<file path="src/rtl/mtf_pkg.sv">
// ============================================================================
// mtf_pkg: shared types and codes for the max tracking FIFO
// Operation codes, status codes and the sequencer state type.
// ============================================================================
package mtf_pkg;

    // Fixed width of the value fields on the ports.
    localparam int FIELD_W = 32;

    typedef logic [1:0] op_code_t;
    typedef logic [1:0] status_t;

    localparam op_code_t OP_PUSH = 2'd0;
    localparam op_code_t OP_POP  = 2'd1;
    localparam op_code_t OP_PEEK = 2'd2;

    localparam status_t ST_OK        = 2'd0;
    localparam status_t ST_UNDERFLOW = 2'd1;
    localparam status_t ST_OVERFLOW  = 2'd2;

    typedef enum logic [2:0] {
        S_IDLE,
        S_EXEC,
        S_FRONT,
        S_SCAN,
        S_DONE
    } mtf_state_t;

endpackage

</file>
<file path="src/rtl/mtf_ram.sv">
// ============================================================================
// mtf_ram: generic single-write, single-read RAM
// One write port and one read port; the read data is registered.
// ============================================================================
module mtf_ram #(
    parameter int WIDTH = 32,
    parameter int DEPTH = 16
) (
    input  logic                     clk,
    input  logic                     we,
    input  logic [$clog2(DEPTH)-1:0] waddr,
    input  logic [WIDTH-1:0]         wdata,
    input  logic [$clog2(DEPTH)-1:0] raddr,
    output logic [WIDTH-1:0]         rdata
);

    logic [WIDTH-1:0] mem [DEPTH];

    always_ff @(posedge clk)
    begin
        if (we)
        begin
            mem[waddr] <= wdata;
        end
        rdata <= mem[raddr];
    end

endmodule

</file>
<file path="src/rtl/max_tracking_fifo.sv">
// ============================================================================
// max_tracking_fifo: FIFO of signed words that tracks its largest entry
// Ring buffer in a RAM with a small sequencer that rescans for the maximum.
// ============================================================================
// Usage:
// Each input beat carries an operation (push, pop or peek) and a value that
// is used only by a push. Every input beat produces exactly one output beat
// with the front entry, the maximum, the entry count, an empty flag and a
// status (ok, pop on empty ignored, push on full ignored). Code 3 acts as a
// peek. Front and maximum read 0 while the queue is empty.
// Flow: the block takes one input beat at a time. A push, a peek, a
// rejected operation or a pop that empties the queue goes from acceptance
// through the execute and done states to a valid output beat. A pop that
// leaves entries also passes through the front state, since the new front
// entry comes from the RAM read port. A pop that removes the current maximum
// rescans the remaining entries through the single RAM read port and the
// shared signed comparator, one entry per cycle. The next input beat is
// accepted once the sequencer is idle again. Reset clears the indexes,
// the count and the maximum; the RAM contents are not cleared, since no
// entry is read before it is written. When the receiver stalls, the
// finished beat waits in the output register. The next input beat may
// still be accepted and processed, but its result is held in the
// sequencer, and no further beat is taken, until that register is free.
// ============================================================================
module max_tracking_fifo #(
    parameter int DEPTH      = 16,
    parameter int DATA_WIDTH = 32
) (
    input  logic                                clk,
    input  logic                                rst_n,
    input  logic                                in_valid,
    output logic                                in_ready,
    input  mtf_pkg::op_code_t                   operation,
    input  logic signed [mtf_pkg::FIELD_W-1:0]  value,
    output logic                                out_valid,
    input  logic                                out_ready,
    output logic signed [mtf_pkg::FIELD_W-1:0]  front_value,
    output logic signed [mtf_pkg::FIELD_W-1:0]  max_value,
    output logic [$clog2(DEPTH+1)-1:0]          count,
    output logic                                is_empty,
    output mtf_pkg::status_t                    status
);

    import mtf_pkg::*;

    localparam int AW = $clog2(DEPTH);
    localparam int CW = $clog2(DEPTH + 1);

    // Sequencer and queue state.
    mtf_state_t            state_reg, state_next;
    op_code_t              op_reg, op_next;
    logic [DATA_WIDTH-1:0] val_reg, val_next;
    logic [AW-1:0]         head_reg, head_next;
    logic [AW-1:0]         tail_reg, tail_next;
    logic [CW-1:0]         count_reg, count_next;
    logic [DATA_WIDTH-1:0] max_reg, max_next;
    logic [DATA_WIDTH-1:0] front_reg, front_next;
    status_t               status_reg, status_next;

    // Rescan bookkeeping: next slot to read and reads still to be issued.
    logic [AW-1:0]         scan_addr_reg, scan_addr_next;
    logic [CW-1:0]         scan_left_reg, scan_left_next;
    logic                  rescan_reg, rescan_next;

    // Output register.
    logic                  out_valid_reg;
    logic [FIELD_W-1:0]    out_front_reg;
    logic [FIELD_W-1:0]    out_max_reg;
    logic [CW-1:0]         out_count_reg;
    logic                  out_empty_reg;
    status_t               out_status_reg;

    // RAM ports.
    logic                  wr_en;
    logic [AW-1:0]         rd_addr;
    logic [DATA_WIDTH-1:0] rd_data;

    logic [DATA_WIDTH-1:0] value_conv;
    logic [FIELD_W-1:0]    front_ext;
    logic [FIELD_W-1:0]    max_ext;
    logic                  out_load;
    logic [DATA_WIDTH-1:0] cmp_operand;
    logic                  cmp_greater;

    function automatic logic [AW-1:0] next_slot(input logic [AW-1:0] idx);
        logic [AW-1:0] res;
        if (idx == AW'(DEPTH - 1))
        begin
            res = '0;
        end
        else
        begin
            res = idx + 1'b1;
        end
        return res;
    endfunction

    // The input word is sign-extended or truncated to the stored width, and
    // stored words are zero-extended or truncated back to the port width.
    generate
        if (DATA_WIDTH >= FIELD_W)
        begin : g_wide
            assign value_conv = DATA_WIDTH'(value);
            assign front_ext  = front_reg[FIELD_W-1:0];
            assign max_ext    = max_reg[FIELD_W-1:0];
        end
        else
        begin : g_narrow
            assign value_conv = value[DATA_WIDTH-1:0];
            assign front_ext  = {{(FIELD_W - DATA_WIDTH){1'b0}}, front_reg};
            assign max_ext    = {{(FIELD_W - DATA_WIDTH){1'b0}}, max_reg};
        end
    endgenerate

    // One signed comparator against the running maximum: it sees the pushed
    // word while executing and the RAM read data during a rescan.
    assign cmp_operand = (state_reg == S_EXEC) ? val_reg : rd_data;
    assign cmp_greater = $signed(cmp_operand) > $signed(max_reg);

    assign out_load = (state_reg == S_DONE) && (!out_valid_reg || out_ready);

    mtf_ram #(
        .WIDTH (DATA_WIDTH),
        .DEPTH (DEPTH)
    ) u_store (
        .clk   (clk),
        .we    (wr_en),
        .waddr (tail_reg),
        .wdata (val_reg),
        .raddr (rd_addr),
        .rdata (rd_data)
    );

    // Next-state logic.
    always_comb
    begin
        state_next = state_reg;
        unique case (state_reg)
            S_IDLE:
            begin
                if (in_valid)
                begin
                    state_next = S_EXEC;
                end
            end
            S_EXEC:
            begin
                if (op_reg == OP_POP && count_reg > CW'(1))
                begin
                    state_next = S_FRONT;
                end
                else
                begin
                    state_next = S_DONE;
                end
            end
            S_FRONT:
            begin
                if (rescan_reg && scan_left_reg != '0)
                begin
                    state_next = S_SCAN;
                end
                else
                begin
                    state_next = S_DONE;
                end
            end
            S_SCAN:
            begin
                if (scan_left_reg == '0)
                begin
                    state_next = S_DONE;
                end
            end
            S_DONE:
            begin
                if (out_load)
                begin
                    state_next = S_IDLE;
                end
            end
            default:
            begin
                state_next = S_IDLE;
            end
        endcase
    end

    // Datapath and RAM control.
    always_comb
    begin
        op_next        = op_reg;
        val_next       = val_reg;
        head_next      = head_reg;
        tail_next      = tail_reg;
        count_next     = count_reg;
        max_next       = max_reg;
        front_next     = front_reg;
        status_next    = status_reg;
        scan_addr_next = scan_addr_reg;
        scan_left_next = scan_left_reg;
        rescan_next    = rescan_reg;
        wr_en          = 1'b0;
        rd_addr        = head_reg;

        unique case (state_reg)
            S_IDLE:
            begin
                if (in_valid)
                begin
                    op_next  = operation;
                    val_next = value_conv;
                end
            end
            S_EXEC:
            begin
                status_next = ST_OK;
                case (op_reg)
                    OP_PUSH:
                    begin
                        if (count_reg == CW'(DEPTH))
                        begin
                            status_next = ST_OVERFLOW;
                        end
                        else
                        begin
                            wr_en      = 1'b1;
                            tail_next  = next_slot(tail_reg);
                            count_next = count_reg + 1'b1;
                            if (count_reg == '0)
                            begin
                                front_next = val_reg;
                            end
                            if (count_reg == '0 || cmp_greater)
                            begin
                                max_next = val_reg;
                            end
                        end
                    end
                    OP_POP:
                    begin
                        if (count_reg == '0)
                        begin
                            status_next = ST_UNDERFLOW;
                        end
                        else
                        begin
                            // The front entry leaving is held in front_reg.
                            head_next      = next_slot(head_reg);
                            count_next     = count_reg - 1'b1;
                            rd_addr        = next_slot(head_reg);
                            scan_addr_next = next_slot(next_slot(head_reg));
                            scan_left_next = count_reg - CW'(2);
                            rescan_next    = (front_reg == max_reg);
                            if (count_reg == CW'(1) && front_reg == max_reg)
                            begin
                                max_next = '0;
                            end
                        end
                    end
                    default:
                    begin
                    end
                endcase
            end
            S_FRONT:
            begin
                front_next = rd_data;
                if (rescan_reg)
                begin
                    max_next = rd_data;
                    if (scan_left_reg != '0)
                    begin
                        rd_addr        = scan_addr_reg;
                        scan_addr_next = next_slot(scan_addr_reg);
                        scan_left_next = scan_left_reg - 1'b1;
                    end
                end
            end
            S_SCAN:
            begin
                if (cmp_greater)
                begin
                    max_next = rd_data;
                end
                if (scan_left_reg != '0)
                begin
                    rd_addr        = scan_addr_reg;
                    scan_addr_next = next_slot(scan_addr_reg);
                    scan_left_next = scan_left_reg - 1'b1;
                end
            end
            S_DONE:
            begin
            end
            default:
            begin
            end
        endcase
    end

    always_ff @(posedge clk or negedge rst_n)
    begin
        if (!rst_n)
        begin
            state_reg     <= S_IDLE;
            head_reg      <= '0;
            tail_reg      <= '0;
            count_reg     <= '0;
            max_reg       <= '0;
            rescan_reg    <= 1'b0;
            out_valid_reg <= 1'b0;
        end
        else
        begin
            state_reg  <= state_next;
            head_reg   <= head_next;
            tail_reg   <= tail_next;
            count_reg  <= count_next;
            max_reg    <= max_next;
            rescan_reg <= rescan_next;
            if (out_load)
            begin
                out_valid_reg <= 1'b1;
            end
            else if (out_ready)
            begin
                out_valid_reg <= 1'b0;
            end
        end
    end

    // Payload registers need no reset.
    always_ff @(posedge clk)
    begin
        op_reg        <= op_next;
        val_reg       <= val_next;
        front_reg     <= front_next;
        status_reg    <= status_next;
        scan_addr_reg <= scan_addr_next;
        scan_left_reg <= scan_left_next;
        if (out_load)
        begin
            out_front_reg  <= (count_reg != '0) ? front_ext : '0;
            out_max_reg    <= (count_reg != '0) ? max_ext : '0;
            out_count_reg  <= count_reg;
            out_empty_reg  <= (count_reg == '0);
            out_status_reg <= status_reg;
        end
    end

    assign in_ready    = (state_reg == S_IDLE);
    assign out_valid   = out_valid_reg;
    assign front_value = out_front_reg;
    assign max_value   = out_max_reg;
    assign count       = out_count_reg;
    assign is_empty    = out_empty_reg;
    assign status      = out_status_reg;

    // ------------------------------------------------------------------------
    // Assertions
    // ------------------------------------------------------------------------

    // The stored count never exceeds the ring size.
    a_count_bound: assert property (@(posedge clk) disable iff (!rst_n)
        count_reg <= CW'(DEPTH))
        else $error("entry count exceeds DEPTH");

    // A rejected push is reported only when the queue is full.
    a_overflow_full: assert property (@(posedge clk) disable iff (!rst_n)
        out_valid && status == ST_OVERFLOW |-> count == CW'(DEPTH))
        else $error("overflow reported on a queue that is not full");

    // An empty queue reports zero for the front entry and the maximum.
    a_empty_zero: assert property (@(posedge clk) disable iff (!rst_n)
        out_valid && is_empty |-> front_value == '0 && max_value == '0 && count == '0)
        else $error("empty queue reports nonzero front or maximum");

    // A new beat is never taken right after one was accepted.
    a_one_at_a_time: assert property (@(posedge clk) disable iff (!rst_n)
        in_valid && in_ready |=> !in_ready)
        else $error("input accepted while an operation is in progress");

endmodule
</file>
<file path="config.mk">
export PLATFORM = sky130hd
export DESIGN_NAME = max_tracking_fifo
export DESIGN_NICKNAME = d
export VERILOG_FILES = /design/src/rtl/mtf_pkg.sv /design/src/rtl/mtf_ram.sv /design/src/rtl/max_tracking_fifo.sv
export SDC_FILE = /design/constraint.sdc
export NUM_CORES = 1
export LEC_CHECK = 0
export ABC_CLOCK_PERIOD_IN_PS = 5400
export BUFFER_PORTS_ARGS = -buffer_cell sky130_fd_sc_hd__buf_2
export CORE_AREA = 2 2 313 315
export CTS_BUF_LIST = sky130_fd_sc_hd__clkbuf_16
export CTS_CLUSTER_SIZE = 16
export DETAILED_ROUTE_END_ITERATION = 12
export DIE_AREA = 0 0 315 317
export REMOVE_ABC_BUFFERS = 1
export SYNTH_ARGS = -nofsm -noshare
export SYNTH_HDL_FRONTEND = slang
export SYNTH_SLANG_ARGS = --single-unit
</file>
<file path="constraint.sdc">
create_clock -name clk -period 5.4 [get_ports clk]
set_clock_uncertainty 0.15 [all_clocks]
set_input_delay 0.54 -clock clk [delete_from_list [all_inputs] [get_ports clk]]
set_output_delay 0.54 -clock clk [all_outputs]
set_load 0.05 [all_outputs]
</file>
After elaboration in Yosys (flattened, before gate mapping). Memories as Yosys holds them, arrays and structs flattened. A register that Yosys moved wholly into a read port is not among the register bits. Index checks and enable logic that the tools add are counted.

Shift-type cells: 0. Bitwise operators: 2. Reduce and logical (&&, ||, !) cells: 25. Equal/unequal tests: 29. Multiply operators: 0. Add/subtract/negate cells: 8. Mux-type cells: 54. $lt $le $gt $ge: 2. Div/mod/pow operators: 0.

Operators by type and width (number): 32-bit two-way mux (10); 32-bit one-hot mux with 2 select lines (2); 32-bit one-hot mux with 3 select lines (1); 4-bit two-way mux (15); 32-bit equality test (1); 32-bit greater-than comparator (1); 5-bit two-way mux (6); 4-bit one-hot mux with 3 select lines (2); 2-bit inequality test, second input constant (9); 4-bit by 1-bit adder with 4-bit output, second input constant (4); 4-bit equality test, second input constant (4); 3-bit two-way mux (5); 3-bit one-hot mux with 5 select lines (1); 5-bit one-hot mux with 3 select lines (1); 4-bit AND reduction (3); 5-bit zero test (2); 5-bit one-hot mux with 2 select lines (1); 5-bit nonzero test (2); 5-bit by 1-bit subtractor with 5-bit output, second input constant (2); 3-bit inequality test, second input constant (3); 3-bit AND reduction (3); 1-bit two-way mux (8); 8-bit AND reduction (1); 3-bit by 2-bit equality test with 1-bit output, second input constant (2); 22 further kinds (31).

Memories kept: 1. ROM bits: 0. Latch bits: 0. Word-level logic and storage cells: 139. Output and inout bits: 74. Flip-flop bits (word level): 199. Input bits: 38. Bits in writable memories: 512.

Memories: u_store.mem (depth 16, width 32, rd ports 1, clocked after Yosys merged registers in 1, write ports 1, line mtf_ram.sv:17) `logic [WIDTH-1:0] mem [DEPTH];`.

Logic depth before layout (Yosys ltp).
Depth after elaboration: 10. Gate-level depth with buffers: 16. Depth with buffers taken out: 12.

Cells and area by module. A second synthesis with hierarchy kept.

Cells, all modules: 1588. Area, all modules: 29579.6 sq um.

Modules (own cells, without submodules): mtf_ram (cells an instance 838, sequential area each 16015.4 sq um, area an instance 19835.3 sq um, times used 1); max_tracking_fifo (cells an instance 750, sequential area each 5725.5 sq um, area an instance 9744.3 sq um, times used 1).

Least setup slack after synthesis. No wires, ideal clock.

Kind: flip-flop to flip-flop. Start point: register state_reg[2]. End point: memory u_store.mem[6][0], enable pin. Data arrival time: 3923 ps. Clock period less this slack: 4534 ps. Path slack: 866 ps. Data required time: 4789 ps. Setup time: 461 ps. Buffers on the path: 1. Stages on the path, launching flop included: 8. Cells stage by stage: dfrtp_1 -> or3b_1 -> buf_2 -> clkinv_1 -> nand2_1 -> a31oi_1 -> nand2_1 -> nor3_1.

Longest elaborated chain between the ends: 4.

RTL lines: from (decl) (line max_tracking_fifo.sv:50) `mtf_state_t state_reg, state_next;`; from (signal assigned) (line max_tracking_fifo.sv:316) `state_reg <= state_next;`; 3-bit by 1-bit equality test with 1-bit output (line max_tracking_fifo.sv:206) `unique case (state_reg)`; 1-bit two-way mux (line max_tracking_fifo.sv:206); 1-bit two-way mux (line mtf_ram.sv:21) `if (we)`; 1-bit two-way mux (not written as such) (line mtf_ram.sv:23) `mem[waddr] <= wdata;`; to (decl) (line mtf_ram.sv:17).

No other way between the ends.

Final worst setup path.
Start point: register state_reg[0]. End point: register max_reg[27], in the netlist max_ext[27].

Longest elaborated chain between the ends: 6.

RTL lines: 3-bit by 1-bit equality test with 1-bit output (line max_tracking_fifo.sv:117, max_tracking_fifo.sv:206); 32-bit two-way mux (line max_tracking_fifo.sv:117) `assign cmp_operand = (state_reg == S_EXEC) ? val_reg : rd_data;`; 32-bit greater-than comparator (line max_tracking_fifo.sv:118) `assign cmp_greater = $signed(cmp_operand) > $signed(max_reg);`; 1-bit logical OR (line max_tracking_fifo.sv:234) `if (count_reg == '0 || cmp_greater)`; 3-bit inequality test (no source line); 8-bit AND reduction (no source line); to (signal assigned) (line max_tracking_fifo.sv:320) `max_reg <= max_next;`; to (decl) (line max_tracking_fifo.sv:56) `logic [DATA_WIDTH-1:0] max_reg, max_next;`.

Several ways; a longest one is shown, not always the timed one. A chain may end at the register's enable or synchronous reset.

==> run summary <==
Classification of the worst-slack hold path - in2reg
Count of distinct cell types in the synthesized netlist - 62
Synthesized area divided by synthesized cell count - 15.0 um2
CTS max path bufs - 3
Worst setup path startpoint - state_reg[0]$_DFFE_PN0P_
Top post-synthesis cells by area - sky130_fd_sc_hd__edfxtp_1 (65%), sky130_fd_sc_hd__mux2i_1 (5.2%), sky130_fd_sc_hd__dfrtp_1 (4.1%)
Ys flop type - sky130_fd_sc_hd__edfxtp_1
Max-cap viol count - 0
Layout cells sized above 1 - 18.4%
Fraction of post-synthesis cell area in the top cell type by area - 64.6%
Timing endpoint of the critical path - max_ext[27]$_DFFE_PN0P_
Setup CP Type - reg2reg
Flip-flop count of the largest register, all copies and words added - 512
Endpoint class of the critical path - register
Number of buffers inserted during clock tree synthesis - 77
Effective utilization at floorplan - 31.9%
Lkg Pwr - 12.9 nW
Register-to-register setup slack - 780 ps
GRT Util Overall - 16.0%
Count of flip-flops with a built-in enable after synthesis - 661
Crit path launch type - register
Synth-to-Final Area Change - 16.7%
Final hold vios - 0
Floorplan die height - 317 um
Data required time of the critical path - 5770 ps
Post-route DRC violation count - 0
Number of antenna violations at the first check in global routing - 3
Via Count - 18200
Gate count of the mapped netlist - 2043
Total die area - 0.0999 mm2
Setup total negative slack - 0 ps
Transition time at the pin with the least slew margin - 1160 ps
Standard cell core area - 0.0963 mm2
Worst-path cell with the longest stage delay - sky130_fd_sc_hd__a2111oi_0
Synthesized cell area - 0.0307 mm2
Number of search-and-repair iterations in the first detailed-routing pass - 7
Final Max Slew Viols - 0
Number of clock sinks - 743
Power density over the cells - 538 mW/mm2
Number of non-filler instances in the completed layout - 3561
Site row count - 114
Portion of the post-synthesis area used by sequential elements - 70.8%
I/O pin count - 112
TritonCTS clock tree - built
Die span in x - 315 um
Source of the worst register-to-register timing path - state_reg[0]$_DFFE_PN0P_
Violation count after the first detailed-route iteration - 1842
Crit-path leading delay family - compound AO/OA/AOI/OAI gates
Largest area contributor in the netlist - sky130_fd_sc_hd__edfxtp_1
Biggest register - u_store.mem
Timing-limited maximum frequency - 217 MHz
Number of setup violations in the final report - 0
Largest voltage drop on the vdd net - 313 uV
Unrepaired setup endpoints after global routing - false
Relative slew slack - 22.9%
Most used standard cells in the synthesized netlist - sky130_fd_sc_hd__edfxtp_1 (661), sky130_fd_sc_hd__nand2_1 (252), sky130_fd_sc_hd__mux2i_1 (160)
End of the worst register-to-register path - max_ext[27]$_DFFE_PN0P_
Placed wire-length estimate after detailed placement - 50700 um
Wire per inst - 22.7 um
Number of placed instances, taps included - 3384
Yosys warns - 0
Area of the multi-input gates - 0.00830 mm2
Clock latency at the later pin of the worst-skew pair - 630 ps
Outcome - completed
CP Buf/Inv Count - 3
Reg2reg path depth - 14
Final Wtd Congestion - 0.884
Final #Nets - 2306
Series of cell instances along the critical path - or3b_1, clkinv_1, buf_4, nand2_1, nand2_1, ha_1, nor2b_1, o211ai_1, a2111oi_0, nor3_1, a31oi_1, o211a_2, buf_4, mux2i_1
Count of fill cells added during filler insertion - 9003
Most frequent cell after synthesis - sky130_fd_sc_hd__edfxtp_1
Via-per-instance ratio - 5.12
Largest net degree at the start of global routing - 129
Crit path arrival time - 4990 ps
Number of global-route vias before repair - 17500
Clock-pin slew on the worst setup and hold paths - 60 ps
Synth async-reset ratio - 6.73%
Number of synthesized register bits - 743
Total congestion overflow after global routing - 0
Hold path start - in_valid
Final worst path period share - 85.5%
Post-layout minimum cycle time - 4620 ps
Total Wirelength - 80800 um
Maximum net fanout on the critical path - 20
Max H-tree Level - 3
Remaining antenna violation count after routing - 0
Count of port buffers added during placement - 111
Combined flip-flop and latch cell area - 0.0217 mm2
Wire length of the first global-routing pass - 118000 um
Logic depth of the worst path, buffers included - 14
Maximum single-stage delay on the critical path - 740 ps
Root Buffer - sky130_fd_sc_hd__clkbuf_16
[report_power, final]
group | switching (W) | internal (W) | total [W]
combinational | 0.00399 | 0.00233 | 0.00632
clock | 0.00218 | 0.00297 | 0.00514
sequential | 0.000627 | 0.00720 | 0.00782
[tightest hold or removal path, cell delays in order]
cell,delay [ps]
sky130_fd_sc_hd__buf_2,120
sky130_fd_sc_hd__a21oi_1,70
sky130_fd_sc_hd__nor2_1,110
[routing by layer]
layer  wire [um]  up-vias  GRT usage [%]
met1       36900     9258           23.4
met4        1690        2           4.18
met3        5480      116           2.32
met5          11        -              0
li1            -     8110              -
met2       36800      741           24.7
[cell type report]
cell class	count	share of cell area, %
Timing Repair Buffer	213	4.45
Sequential cell	743	60.6
Antenna cell	2	0.0140
Inverter	48	0.516
Multi-Input combinational cell	1139	23.1
Clock buffer	78	5.44
Tap cell	1276	4.45
Clock inverter	62	1.36
[kinds of logic (layout without fill, tap and decap cells)]
logic type / Yosys count / count (layout) / share of synthesized area [%]
flip-flops: 743 / 743 / 70.8
multiplexers: 257 / 257 / 8.77
AO/OA/AOI/OAI: 308 / 308 / 7.25
adder cells (fa/ha/maj): 46 / 46 / 1.87
buffers and inverters: 161 / 401 / 2.66
other: 0 / 2 / 0
AND/OR/NAND/NOR: 481 / 481 / 7.35
XOR/XNOR: 47 / 47 / 1.34
[metrics by stage]
stage / utilization, % / hold WS [ps] / worst slack (ps) / total power, W / area (um2)
floorplan: - / 94.4 / -3420 / 0.0123 / 30100
global placement: 34.3 / 283 / 897 / 0.0141 / 33100
detailed placement: 34.3 / 275 / 743 / 0.0142 / 33100
CTS: 37.2 / 89.8 / 715 / 0.0194 / 35900
global route: 37.2 / 130 / 442 / 0.0202 / 35900
finish: 37.3 / 128 / 783 / 0.0193 / 35900
[worst min path at each step]
stage                                     endpoint  slack [ps]  depth (start not counted)
after CTS                 state_reg[0]$_DFFE_PN0P_          90                          3
after detailed placement       status[0]$_DFFE_PP_         280                          0
after global placement         status[0]$_DFFE_PP_         280                          0
after global routing      state_reg[0]$_DFFE_PN0P_         130                          3
final                     state_reg[0]$_DFFE_PN0P_         130                          3
after floorplan           count_reg[0]$_DFFE_PN0P_          90                          0
[cell usage in the layout, fill, tap and decap left out, types with 7 or more instances in the layout]
master,count
sky130_fd_sc_hd__clkinv_1,17
sky130_fd_sc_hd__o21ai_0,19
sky130_fd_sc_hd__a31oi_1,70
sky130_fd_sc_hd__and2_0,33
sky130_fd_sc_hd__nand2_1,252
sky130_fd_sc_hd__and2_2,9
sky130_fd_sc_hd__nand4_1,11
sky130_fd_sc_hd__clkbuf_16,78
sky130_fd_sc_hd__nor2_4,8
sky130_fd_sc_hd__a211oi_2,11
sky130_fd_sc_hd__nor3_1,8
sky130_fd_sc_hd__clkinv_2,12
sky130_fd_sc_hd__xnor2_1,10
sky130_fd_sc_hd__buf_2,111
sky130_fd_sc_hd__a211oi_1,54
sky130_fd_sc_hd__and2_1,65
sky130_fd_sc_hd__a221o_1,33
sky130_fd_sc_hd__edfxtp_1,661
sky130_fd_sc_hd__buf_12,15
sky130_fd_sc_hd__dlygate4sd3_1,35
sky130_fd_sc_hd__dfxtp_1,32
sky130_fd_sc_hd__xor2_1,37
sky130_fd_sc_hd__nor4_1,12
sky130_fd_sc_hd__bufinv_16,7
sky130_fd_sc_hd__a21oi_1,29
sky130_fd_sc_hd__mux2_2,92
sky130_fd_sc_hd__inv_1,66
sky130_fd_sc_hd__a22oi_1,31
sky130_fd_sc_hd__dfrtp_1,50
sky130_fd_sc_hd__ha_1,46
sky130_fd_sc_hd__nor2_1,49
sky130_fd_sc_hd__o22ai_1,33
sky130_fd_sc_hd__mux2i_1,160
sky130_fd_sc_hd__buf_4,52
[timing repair]
| item | CTS | global route |
|---|---|---|
| endpoints found under the hold margin | 84 | 0 |
| hold buffers | 35 | 0 |
| setup buffers | 0 | 0 |
| gates resized for setup | 0 | 0 |
Note: power is estimated with default switching activity, not from simulation.
